<file path="src/rtl/core/pse_pkg.sv">
`default_nettype none

package pse_pkg;

	localparam int DefStackDepth = 16;
	localparam int DefValueBits  = 8;

	localparam logic [7:0] SymZero   = 8'd48;
	localparam logic [7:0] SymPlus   = 8'd43;
	localparam logic [7:0] SymMinus  = 8'd45;
	localparam logic [7:0] SymTimes  = 8'd42;
	localparam logic [7:0] SymDivide = 8'd47;

	typedef enum logic [2:0] {
		StOk        = 3'd0,
		StOverflow  = 3'd1,
		StUnderflow = 3'd2,
		StDivZero   = 3'd3,
		StUnknown   = 3'd4
	} status_t;

endpackage

`default_nettype wire

</file>
<file path="src/rtl/core/postfix_stack_evaluator_top.sv">
`default_nettype none

// Postfix expression evaluator. The input channel (in_valid, in_stall) takes one
// expression character per item on symbol, with end_of_expr marking the last one.
// The output channel (out_valid, out_stall) gives one item on value and status for
// each finished expression or error. Digits push onto an operand stack; the top
// entry lives in a register and the rest in a RAM with one write and one read port.
// A digit or an unknown symbol needs no execute step. An operator reads the
// earlier operand from the RAM as it is taken and then adds, subtracts or
// multiplies in the execute step. Division instead runs a restoring divider that
// forms the quotient bit by bit. An item that gives a result then passes through
// an emit step that hands it to the output register.
// The output register holds a result while out_stall is high; new items are still
// taken then, and only an item with a further result waits for that register.
// Reset empties the stack and ends any discarding of a failed expression; the
// RAM keeps its contents, but no entry is read before it has been written.
module postfix_stack_evaluator_top import pse_pkg::*; #(
	parameter int STACK_DEPTH = DefStackDepth,
	parameter int VALUE_BITS  = DefValueBits
) (
	input  wire logic                         clk,
	input  wire logic                         arst_n,
	input  wire logic                         in_valid,
	output logic                              in_stall,
	input  wire logic [7:0]                   symbol,
	input  wire logic                         end_of_expr,
	output logic                              out_valid,
	input  wire logic                         out_stall,
	output logic signed [VALUE_BITS-1:0]      value,
	output logic        [2:0]                 status
);

	localparam int AddrW = $clog2(STACK_DEPTH);
	localparam int CntW  = $clog2(STACK_DEPTH + 1);
	localparam int DivW  = $clog2(VALUE_BITS);

	typedef enum logic [1:0] {
		SIdle,
		SExec,
		SDiv,
		SEmit
	} state_t;

	typedef enum logic [1:0] {
		OpAdd,
		OpSub,
		OpMul,
		OpDiv
	} op_t;

	state_t                  state_q;
	op_t                     op_q;
	logic                    last_q;
	logic                    discard_q;
	logic [CntW-1:0]         count_q;
	logic [VALUE_BITS-1:0]   top_q;
	logic [VALUE_BITS-1:0]   res_value_q;
	status_t                 res_status_q;
	logic                    out_valid_q;
	logic [VALUE_BITS-1:0]   value_q;
	status_t                 status_q;

	logic [VALUE_BITS-1:0]   quo_q;
	logic [VALUE_BITS-1:0]   rem_q;
	logic [VALUE_BITS-1:0]   dvs_q;
	logic                    neg_q;
	logic [DivW-1:0]         div_cnt_q;

	logic                    accept;
	logic                    is_digit;
	logic                    is_op;
	op_t                     op_dec;
	logic [7:0]              dig8;
	logic [31:0]             dig32;
	logic [VALUE_BITS-1:0]   push_val;
	logic [CntW-1:0]         count_m1;
	logic [CntW-1:0]         count_m2;

	logic                    wr_en;
	logic                    rd_en;
	logic [VALUE_BITS-1:0]   rd_data;

	logic [VALUE_BITS:0]     trial;
	logic [VALUE_BITS:0]     diff;
	logic                    ge;
	logic [VALUE_BITS-1:0]   rem_nx;
	logic [VALUE_BITS-1:0]   quo_nx;
	logic [VALUE_BITS-1:0]   div_res;
	logic [2*VALUE_BITS-1:0] prod;
	logic [VALUE_BITS-1:0]   alu_res;
	logic                    finish;
	logic [VALUE_BITS-1:0]   a_mag;
	logic [VALUE_BITS-1:0]   b_mag;
	logic                    out_free;

	assign in_stall = (state_q != SIdle);
	assign accept   = in_valid && !in_stall;
	assign out_free = !out_valid_q || !out_stall;

	always_comb begin
		is_op  = 1'b1;
		op_dec = OpAdd;
		case (symbol)
			SymPlus:   op_dec = OpAdd;
			SymMinus:  op_dec = OpSub;
			SymTimes:  op_dec = OpMul;
			SymDivide: op_dec = OpDiv;
			default:   is_op  = 1'b0;
		endcase
	end

	assign is_digit = (symbol >= SymZero);
	assign dig8     = symbol - SymZero;
	assign dig32    = {24'd0, dig8};
	assign push_val = dig32[VALUE_BITS-1:0];
	assign count_m1 = count_q - 1'b1;
	assign count_m2 = count_q - 2'd2;

	assign wr_en = accept && !discard_q && is_digit && (count_q != '0)
		&& (count_q < CntW'(STACK_DEPTH));
	assign rd_en = accept && !discard_q && !is_digit && is_op && (count_q >= CntW'(2));

	pse_ram #(
		.WIDTH (VALUE_BITS),
		.DEPTH (STACK_DEPTH)
	) u_stack (
		.clk     (clk),
		.wr_en   (wr_en),
		.wr_addr (count_m1[AddrW-1:0]),
		.wr_data (top_q),
		.rd_en   (rd_en),
		.rd_addr (count_m2[AddrW-1:0]),
		.rd_data (rd_data)
	);

	assign trial   = {rem_q, quo_q[VALUE_BITS-1]};
	assign diff    = trial - {1'b0, dvs_q};
	assign ge      = !diff[VALUE_BITS];
	assign rem_nx  = ge ? diff[VALUE_BITS-1:0] : trial[VALUE_BITS-1:0];
	assign quo_nx  = {quo_q[VALUE_BITS-2:0], ge};
	assign div_res = neg_q ? ('0 - quo_nx) : quo_nx;
	assign prod    = rd_data * top_q;
	assign a_mag   = rd_data[VALUE_BITS-1] ? ('0 - rd_data) : rd_data;
	assign b_mag   = top_q[VALUE_BITS-1] ? ('0 - top_q) : top_q;

	always_comb begin
		case (op_q)
			OpAdd:   alu_res = rd_data + top_q;
			OpSub:   alu_res = rd_data - top_q;
			OpMul:   alu_res = prod[VALUE_BITS-1:0];
			default: alu_res = div_res;
		endcase
	end

	assign finish = ((state_q == SExec) && (op_q != OpDiv))
		|| ((state_q == SDiv) && (div_cnt_q == '0));

	always_ff @(posedge clk or negedge arst_n) begin
		if (!arst_n) begin
			state_q      <= SIdle;
			op_q         <= OpAdd;
			last_q       <= 1'b0;
			discard_q    <= 1'b0;
			count_q      <= '0;
			top_q        <= '0;
			res_value_q  <= '0;
			out_valid_q  <= 1'b0;
			value_q      <= '0;
			res_status_q <= StOk;
			status_q     <= StOk;
			quo_q        <= '0;
			rem_q        <= '0;
			dvs_q        <= '0;
			neg_q        <= 1'b0;
			div_cnt_q    <= '0;
		end else begin
			if (out_valid_q && !out_stall && (state_q != SEmit)) begin
				out_valid_q <= 1'b0;
			end
			case (state_q)
				SIdle: begin
					if (accept) begin
						last_q <= end_of_expr;
						op_q   <= op_dec;
						if (discard_q) begin
							if (end_of_expr) begin
								discard_q <= 1'b0;
							end
						end else if (is_digit) begin
							if (count_q >= CntW'(STACK_DEPTH)) begin
								res_value_q  <= '0;
								res_status_q <= StOverflow;
								count_q      <= '0;
								discard_q    <= !end_of_expr;
								state_q      <= SEmit;
							end else if (end_of_expr) begin
								res_value_q  <= push_val;
								res_status_q <= StOk;
								count_q      <= '0;
								state_q      <= SEmit;
							end else begin
								top_q   <= push_val;
								count_q <= count_q + 1'b1;
							end
						end else if (!is_op || (count_q < CntW'(2))) begin
							res_value_q  <= '0;
							res_status_q <= is_op ? StUnderflow : StUnknown;
							count_q      <= '0;
							discard_q    <= !end_of_expr;
							state_q      <= SEmit;
						end else begin
							state_q <= SExec;
						end
					end
				end
				SExec: begin
					if (op_q == OpDiv) begin
						if (top_q == '0) begin
							res_value_q  <= '0;
							res_status_q <= StDivZero;
							count_q      <= '0;
							discard_q    <= !last_q;
							state_q      <= SEmit;
						end else begin
							quo_q     <= a_mag;
							rem_q     <= '0;
							dvs_q     <= b_mag;
							neg_q     <= rd_data[VALUE_BITS-1] ^ top_q[VALUE_BITS-1];
							div_cnt_q <= DivW'(VALUE_BITS - 1);
							state_q   <= SDiv;
						end
					end
				end
				SDiv: begin
					quo_q     <= quo_nx;
					rem_q     <= rem_nx;
					div_cnt_q <= div_cnt_q - 1'b1;
				end
				SEmit: begin
					if (out_free) begin
						out_valid_q <= 1'b1;
						value_q     <= res_value_q;
						status_q    <= res_status_q;
						state_q     <= SIdle;
					end
				end
				default: begin
					state_q <= SIdle;
				end
			endcase
			if (finish) begin
				top_q <= alu_res;
				if (last_q) begin
					res_value_q  <= alu_res;
					res_status_q <= StOk;
					count_q      <= '0;
					state_q      <= SEmit;
				end else begin
					count_q <= count_m1;
					state_q <= SIdle;
				end
			end
		end
	end

	assign out_valid = out_valid_q;
	assign value     = value_q;
	assign status    = status_q;

	a_count_bound: assert property (@(posedge clk) disable iff (!arst_n)
		count_q <= CntW'(STACK_DEPTH))
		else $error("operand count beyond stack depth");

	a_emit_source: assert property (@(posedge clk) disable iff (!arst_n)
		$rose(out_valid_q) |-> $past(state_q == SEmit))
		else $error("result loaded outside the emit step");

	a_discard_idle: assert property (@(posedge clk) disable iff (!arst_n)
		discard_q |-> (state_q == SIdle || state_q == SEmit))
		else $error("arithmetic running while an expression is discarded");

endmodule

`default_nettype wire

</file>
<file path="src/rtl/core/pse_ram.sv">
`default_nettype none

module pse_ram import pse_pkg::*; #(
	parameter int WIDTH = DefValueBits,
	parameter int DEPTH = DefStackDepth
) (
	input  wire logic                     clk,
	input  wire logic                     wr_en,
	input  wire logic [$clog2(DEPTH)-1:0] wr_addr,
	input  wire logic [WIDTH-1:0]         wr_data,
	input  wire logic                     rd_en,
	input  wire logic [$clog2(DEPTH)-1:0] rd_addr,
	output logic      [WIDTH-1:0]         rd_data
);

	logic [WIDTH-1:0] mem_q [DEPTH];
	logic [WIDTH-1:0] rd_data_q;

	always_ff @(posedge clk) begin
		if (wr_en) begin
			mem_q[wr_addr] <= wr_data;
		end
		if (rd_en) begin
			rd_data_q <= mem_q[rd_addr];
		end
	end

	assign rd_data = rd_data_q;

endmodule

`default_nettype wire

</file>
<file path="config.mk">
export PLATFORM = sky130hd
export DESIGN_NAME = postfix_stack_evaluator_top
export DESIGN_NICKNAME = d
export VERILOG_FILES = /design/src/rtl/core/pse_pkg.sv /design/src/rtl/core/postfix_stack_evaluator_top.sv /design/src/rtl/core/pse_ram.sv
export SDC_FILE = /design/constraint.sdc
export NUM_CORES = 1
export LEC_CHECK = 0
export BUFFER_PORTS_ARGS = -buffer_cell sky130_fd_sc_hd__buf_2
export CAP_MARGIN = 20
export CORE_ASPECT_RATIO = 1.75
export CORE_MARGIN = 2
export CORE_UTILIZATION = 45
export DETAILED_ROUTE_END_ITERATION = 7
export HOLD_SLACK_MARGIN = 0.06
export SLEW_MARGIN = 5
export SYNTH_ARGS = -nofsm -noshare
export SYNTH_HDL_FRONTEND = slang
export SYNTH_HIERARCHICAL = 1
export SYNTH_SLANG_ARGS = --single-unit
export TNS_END_PERCENT = 20
</file>
<file path="constraint.sdc">
create_clock -name clk -period 8.36 [get_ports clk]
set_input_delay 0.836 -clock clk [delete_from_list [all_inputs] [get_ports clk]]
set_output_delay 0.836 -clock clk [all_outputs]
set_load 0.005 [all_outputs]
</file>
======== Word level (Yosys, flattened, before mapping) ========
Memories as Yosys holds them, arrays and structs flattened. A register that Yosys moved wholly into a read port is not among the register bits.
Index checks and enable logic that the tools add are counted.
storage, ports and cells
  register bits after elaboration ......... 70
  bits in latches ......................... 0
  bits in writable memories ............... 128
  ROM bits ................................ 0
  input port bits ......................... 13
  output and inout port bits .............. 13
  logic and storage cells ................. 191
  memories kept ........................... 1
memories
  memory         words  width  read ports  clocked after memory_dff  wr ports  RTL line       text
  u_stack.mem_q  16     8      1           1                         1         pse_ram.sv:16  logic [WIDTH-1:0] mem_q [DEPTH];
cells by class
  $add $sub $neg .......................... 11
  multiply operators ...................... 1
  div/mod/pow operators ................... 0
  $lt $le $gt $ge ......................... 5
  equality and inequality tests ........... 26
  shift-type cells ........................ 0
  mux-type cells .......................... 83
  bitwise logic cells ..................... 2
  reductions and logical operators ........ 46
operator list
  kind                                                  count
  two-way mux 8 bit                                     25
  two-way mux 5 bit                                     10
  case mux 8 bit (2 select lines)                       3
  two-way mux 3 bit                                     13
  == test 8 x 6 -> 1 bit (second input constant)        4
  case mux 8 bit (3 select lines)                       1
  subtractor 1 x 8 -> 8 bit (first input constant)      3
  two-way mux 2 bit                                     10
  AND reduction 6 bit                                   3
  two-way mux 1 bit                                     15
  logical AND 1 bit                                     12
  case mux 2 bit (3 select lines)                       2
  case mux 3 bit (2 select lines)                       2
  nonzero test 2 bit                                    6
  != test 2 bit (second input constant)                 5
  case mux 5 bit (2 select lines)                       1
  logical NOT 1 bit                                     9
  != test 3 bit (second input constant)                 3
  subtractor 9 x 8 -> 9 bit                             1
  adder 8 bit                                           1
  == test 2 bit (second input constant)                 4
  >= comparator 8 x 6 -> 1 bit (second input constant)  1
  logical NOT 8 bit                                     1
  multiplier 8 x 8 -> 8 bit                             1
  28 further kinds                                      38

======== Depth between registers and ports, before layout ========
  word-level depth ........................ 12
  mapped depth ............................ 16
  gate-level depth less buffers ........... 15

======== Cells and area by module ========
Netlist, hierarchy kept.
modules (own cells, without submodules)
  module                       times used  cells each  area each (µm²)  sequential area each (µm²)
  postfix_stack_evaluator_top  1           737         6,102.1          1,751.7
  pse_ram                      1           229         5,227.5          4,083.9

======== Worst setup path after synthesis ========
OpenSTA, ideal clock, no wires.
  path type ............................... register to register
  start point ............................. reg top_q[3]
  end point ............................... reg res_value_q[7]
  setup time .............................. 0.136 ns
  arrival ................................. 4.023 ns
  data required time ...................... 8.224 ns
  setup slack ............................. 4.201 ns
  stages on the path, launching flop included .. 16
  path buffers ............................ 1
  clock period less this slack ............ 4.159 ns
  path through ............................ dfrtp_1 clkbuf_1 nand2_1 fa_1 fa_1 inv_1 fa_1 inv_1 fa_1 inv_1 ha_1 a21oi_1 xnor2_1 xnor2_1 o2111ai_1 a31oi_1
on the way
  cells in the longest elaborated chain, start to end .. 6
  elaborated cells between the ends (all ways) .. 10
  classes of those cells .................. add/sub (2); mul (1); mux (6); reduce/logical (1)
ends and longest elaborated chain
  what                                                                               RTL line                            text
  from (decl)                                                                        postfix_stack_evaluator_top.sv:56   logic [VALUE_BITS-1:0] top_q;
  from (signal assigned)                                                             postfix_stack_evaluator_top.sv:202  top_q <= push_val;
  from (signal assigned)                                                             postfix_stack_evaluator_top.sv:252  top_q <= alu_res;
  parallel branches: the longest is 5 deep, another holds multiplier 8 x 8 -> 8 bit  -
  two-way mux 8 bit *                                                                postfix_stack_evaluator_top.sv:251  if (finish) begin
  to (signal assigned)                                                               postfix_stack_evaluator_top.sv:197  res_value_q <= push_val;
  to (signal assigned)                                                               postfix_stack_evaluator_top.sv:254  res_value_q <= alu_res;
  to (decl)                                                                          postfix_stack_evaluator_top.sv:57   logic [VALUE_BITS-1:0] res_value_q;
Every way passes the cells marked *.
A chain may end at the register's enable or synchronous reset.

======== Worst setup path in the final report ========
  start point ............................. reg top_q[4]
  end point ............................... reg top_q[7]
on the way
  cells in the longest elaborated chain, start to end .. 3
  elaborated cells between the ends (all ways) .. 5
  classes of those cells .................. add/sub (2); mul (1); mux (2)
ends and longest elaborated chain
  what                                                     RTL line                            text
  multiplier 8 x 8 -> 8 bit, or another cell as far along  postfix_stack_evaluator_top.sv:142  assign prod = rd_data * top_q;
  case mux 8 bit (3 select lines) *                        postfix_stack_evaluator_top.sv:147  case (op_q)
  two-way mux 8 bit *                                      postfix_stack_evaluator_top.sv:251
Mark *: on every way between the ends. The rest lies on a longest branch, timed or not.

==> results.sh <==
export IMPL_viasPerCell=5.79
export IMPL_num_rows=76
export IMPL_cts_max_level=1
export IMPL_end_kind="flop"
export IMPL_antenna_found_initial=0
export IMPL_synth_cell_type_count=73
export IMPL_rsz0062_at_grt="false"
export IMPL_final_nets=1055
export IMPL_syn_inst=966
export IMPL_final_layout_size_suffix_gt1_share_pct=12.6
export IMPL_hold_path_class="input port to async pin"
export IMPL_grtUsageTotal_pct=21.8
export IMPL_netlist_area_sq_mm=0.0113
export IMPL_worst_pin_slew_ns=0.974
export IMPL_ys_seq_elements=206
export IMPL_status="finished, final reports clean"
export IMPL_crit_path_cell_trace="nand2_1, fa_1, fa_1, inv_1, fa_1, inv_1, fa_1, inv_1, ha_1, a21oi_1, xnor2_1, xnor2_1, o2111ai_1, a31oi_1"
export IMPL_hold_buffers=0
export IMPL_antennaDiodeCount=0
export IMPL_fmaxAchievable_mhz=214
export IMPL_ff2ff_path_depth=14
export IMPL_final_cell_mix="edfxtp_1 (136), nand2_1 (92), a21oi_1 (74)"
export IMPL_cts_setup_buffers=0
export IMPL_yosysSeqAreaShare_pct=51.5
export IMPL_clk_pin_slew_ns=0.07
export IMPL_worst_path_most_repeated_cell="fa_1"
export IMPL_required_ns=8.73
export IMPL_grt_first_pass_wirelength_mm=43.7
export IMPL_drc=0
export IMPL_dp_hpwl_mm=19.5
export IMPL_cts_path_max_buffers=3
export IMPL_yosysWarningCount=6
export IMPL_fp_dieW_um=124
export IMPL_drt_wirelength_per_cell_um=21.4
export IMPL_cts_sinks=206
export IMPL_cts_tree="built"
export IMPL_setup_tns_ns=0
export IMPL_start_kind="flop"
export IMPL_ys_flop_type="edfxtp_1"
export IMPL_routed_wl_mm=27.8
export IMPL_crit_family="adder cells"
export IMPL_final_common_cell="edfxtp_1"
export IMPL_clockRootBuffer="clkbuf_16"
export IMPL_num_io_pins=26
export IMPL_path_buf_inv=3
export IMPL_dpl_worst_slack_ns=3.72
export IMPL_worstSetupPathType="flop to flop"
export IMPL_peakVddDrop_mv=0.230
export IMPL_core_sq_mm=0.0247
export IMPL_gp_congestion=0.882
export IMPL_fin_skew_ns=0.0164
export IMPL_ys_async_sr_fraction_pct=34.0
export IMPL_dieHeight_um=214
export IMPL_dieArea_sq_mm=0.0265
export IMPL_r2r_start="top_q[4]"
export IMPL_critical_path_max_stage_delay_ns=0.89
export IMPL_maxCapViolations=0
export IMPL_finalSetupViolations=0
export IMPL_finalCritPeriodShare_pct=56.0
export IMPL_num_vias=7529
export IMPL_grt_overflow_total=0
export IMPL_hold_ws_ns=0.481
export IMPL_io_buffer_count=25
export IMPL_synthesis_nets=1043
export IMPL_relSlewSlack_pct=34.8
export IMPL_avgSynthCellArea_sq_um=11.7
export IMPL_ctsResizeCount=0
export IMPL_grt_pass1_vias=7794
export IMPL_hold_viol_final=0
export IMPL_r2r_end="top_q[7]"
export IMPL_setup_slack_ns=3.68
export IMPL_area_growth_synth_to_final_pct=9.25
export IMPL_min_period_ns=4.68
export IMPL_clock_latency_ns=0.50
export IMPL_arrival_ns=5.05
export IMPL_dp_cells=1266
export IMPL_p_leak_nw=4.85
export IMPL_fin_cells=1301
export IMPL_drt_iter0_markers=589
export IMPL_slowest_stage="dfrtp_1"
export IMPL_dr_pass1_iters=4
export IMPL_reg2reg_slack_ns=3.68
export IMPL_cts_buffers_inserted=21
export IMPL_slew_violations=0
export IMPL_initial_core_util_pct=45.8
export IMPL_power_density_mw_per_mm2=401
export IMPL_synth_edf_count=136
export IMPL_grt_max_degree=71
export IMPL_ant_nets=0
export IMPL_crit_fanout=25
## cell families (layout without fill, tap and decap cells)
logic type	count (synthesis)	in the layout	synth area share (%)
AOI/OAI and AO/OA	217	217	11.7
xor gates and xnor gates	50	50	4.03
adders and majority gates	64	64	8.00
buffers and inverters	109	132	4.25
DFF	206	206	51.5
muxes	57	57	9.29
and+or+nand+nor	263	263	11.3
## synth_stat cells, types with 6 or more instances
cell type | instances | area (sq um)
nand2b_1 | 14 | 87.6
xor2_1 | 24 | 210
nor3_1 | 17 | 85.1
o21ai_0 | 71 | 355
o211ai_1 | 9 | 67.6
nor3b_1 | 6 | 45.0
mux4_1 | 14 | 368
a21oi_1 | 74 | 370
ha_1 | 50 | 626
nor2b_1 | 7 | 43.8
mux2_2 | 15 | 169
mux2i_1 | 8 | 80.1
nand3_1 | 11 | 55.1
and2_1 | 16 | 100
inv_1 | 61 | 229
o21a_1 | 6 | 45.0
edfxtp_1 | 136 | 4080
nor2_1 | 67 | 251
buf_2 | 10 | 50.1
clkbuf_1 | 24 | 90.1
a22oi_1 | 17 | 128
dfrtp_1 | 70 | 1750
xnor2_1 | 25 | 219
nand2_1 | 92 | 345
fa_1 | 14 | 280
mux4_2 | 18 | 405
## layer usage
layer,vias up,GRT usage (%),wire length (um)
li1,3520,-,-
met1,3791,23.5,10100
met2,156,41.4,15500
met3,62,2.37,960
met4,0,9.70,1250
met5,-,0,0
## power breakdown
part           internal, mW  switching (mW)  leakage (nW)
registers              1.35           0.207          2.11
logic                 0.984            1.48          2.39
clock network         0.560           0.383         0.340
## cell type report
| cell class | count | area, sq um |
|---|---|---|
| clock buffer | 27 | 593 |
| tap | 312 | 390 |
| fill | 2223 | 12300 |
| multi-input combinational | 651 | 5020 |
| clock inverter | 7 | 88.8 |
| timing repair buffer | 37 | 218 |
| inverter | 61 | 229 |
| sequential | 206 | 5840 |
## worst max path at each step
stage / startpoint / end / slack, ns / depth (start not counted)
2_1_floorplan: top_q[3] / res_value_q[7] / 4.20 / 15
3_3_place_gp: top_q[4] / top_q[7] / 3.87 / 14
3_5_place_dp: top_q[4] / res_value_q[7] / 3.72 / 14
4_1_cts: top_q[3] / res_value_q[7] / 3.68 / 14
5_1_grt: top_q[3] / res_value_q[7] / 3.31 / 14
6_report: top_q[4] / top_q[7] / 3.68 / 14
## per-stage QoR
step           instance area (sq um)  util (%)  total power [mW]
4_1_cts                        12400      50.0              5.01
5_1_grt                        12400      50.1              5.34
6_report                       12400      50.1              4.96
3_3_place_gp                   11700      47.3              4.01
3_5_place_dp                   11700      47.3              4.05
2_1_floorplan                  11300         -              3.37
## state kept, by name, summed over array words and instances (netlist names)
register and count:
dvs_q 8, quo_q 8, op_q 2, res_status_q 3, res_value_q 8, out_valid 1
div_cnt_q 3, top_q 8, u_stack/mem_q 128, rem_q 8, count_q 5, value 8
last_q 1, state_q 2, status 3, discard_q 1, u_stack/rd_data 8, neg_q 1
No activity file was read; power rests on OpenSTA's default activity.
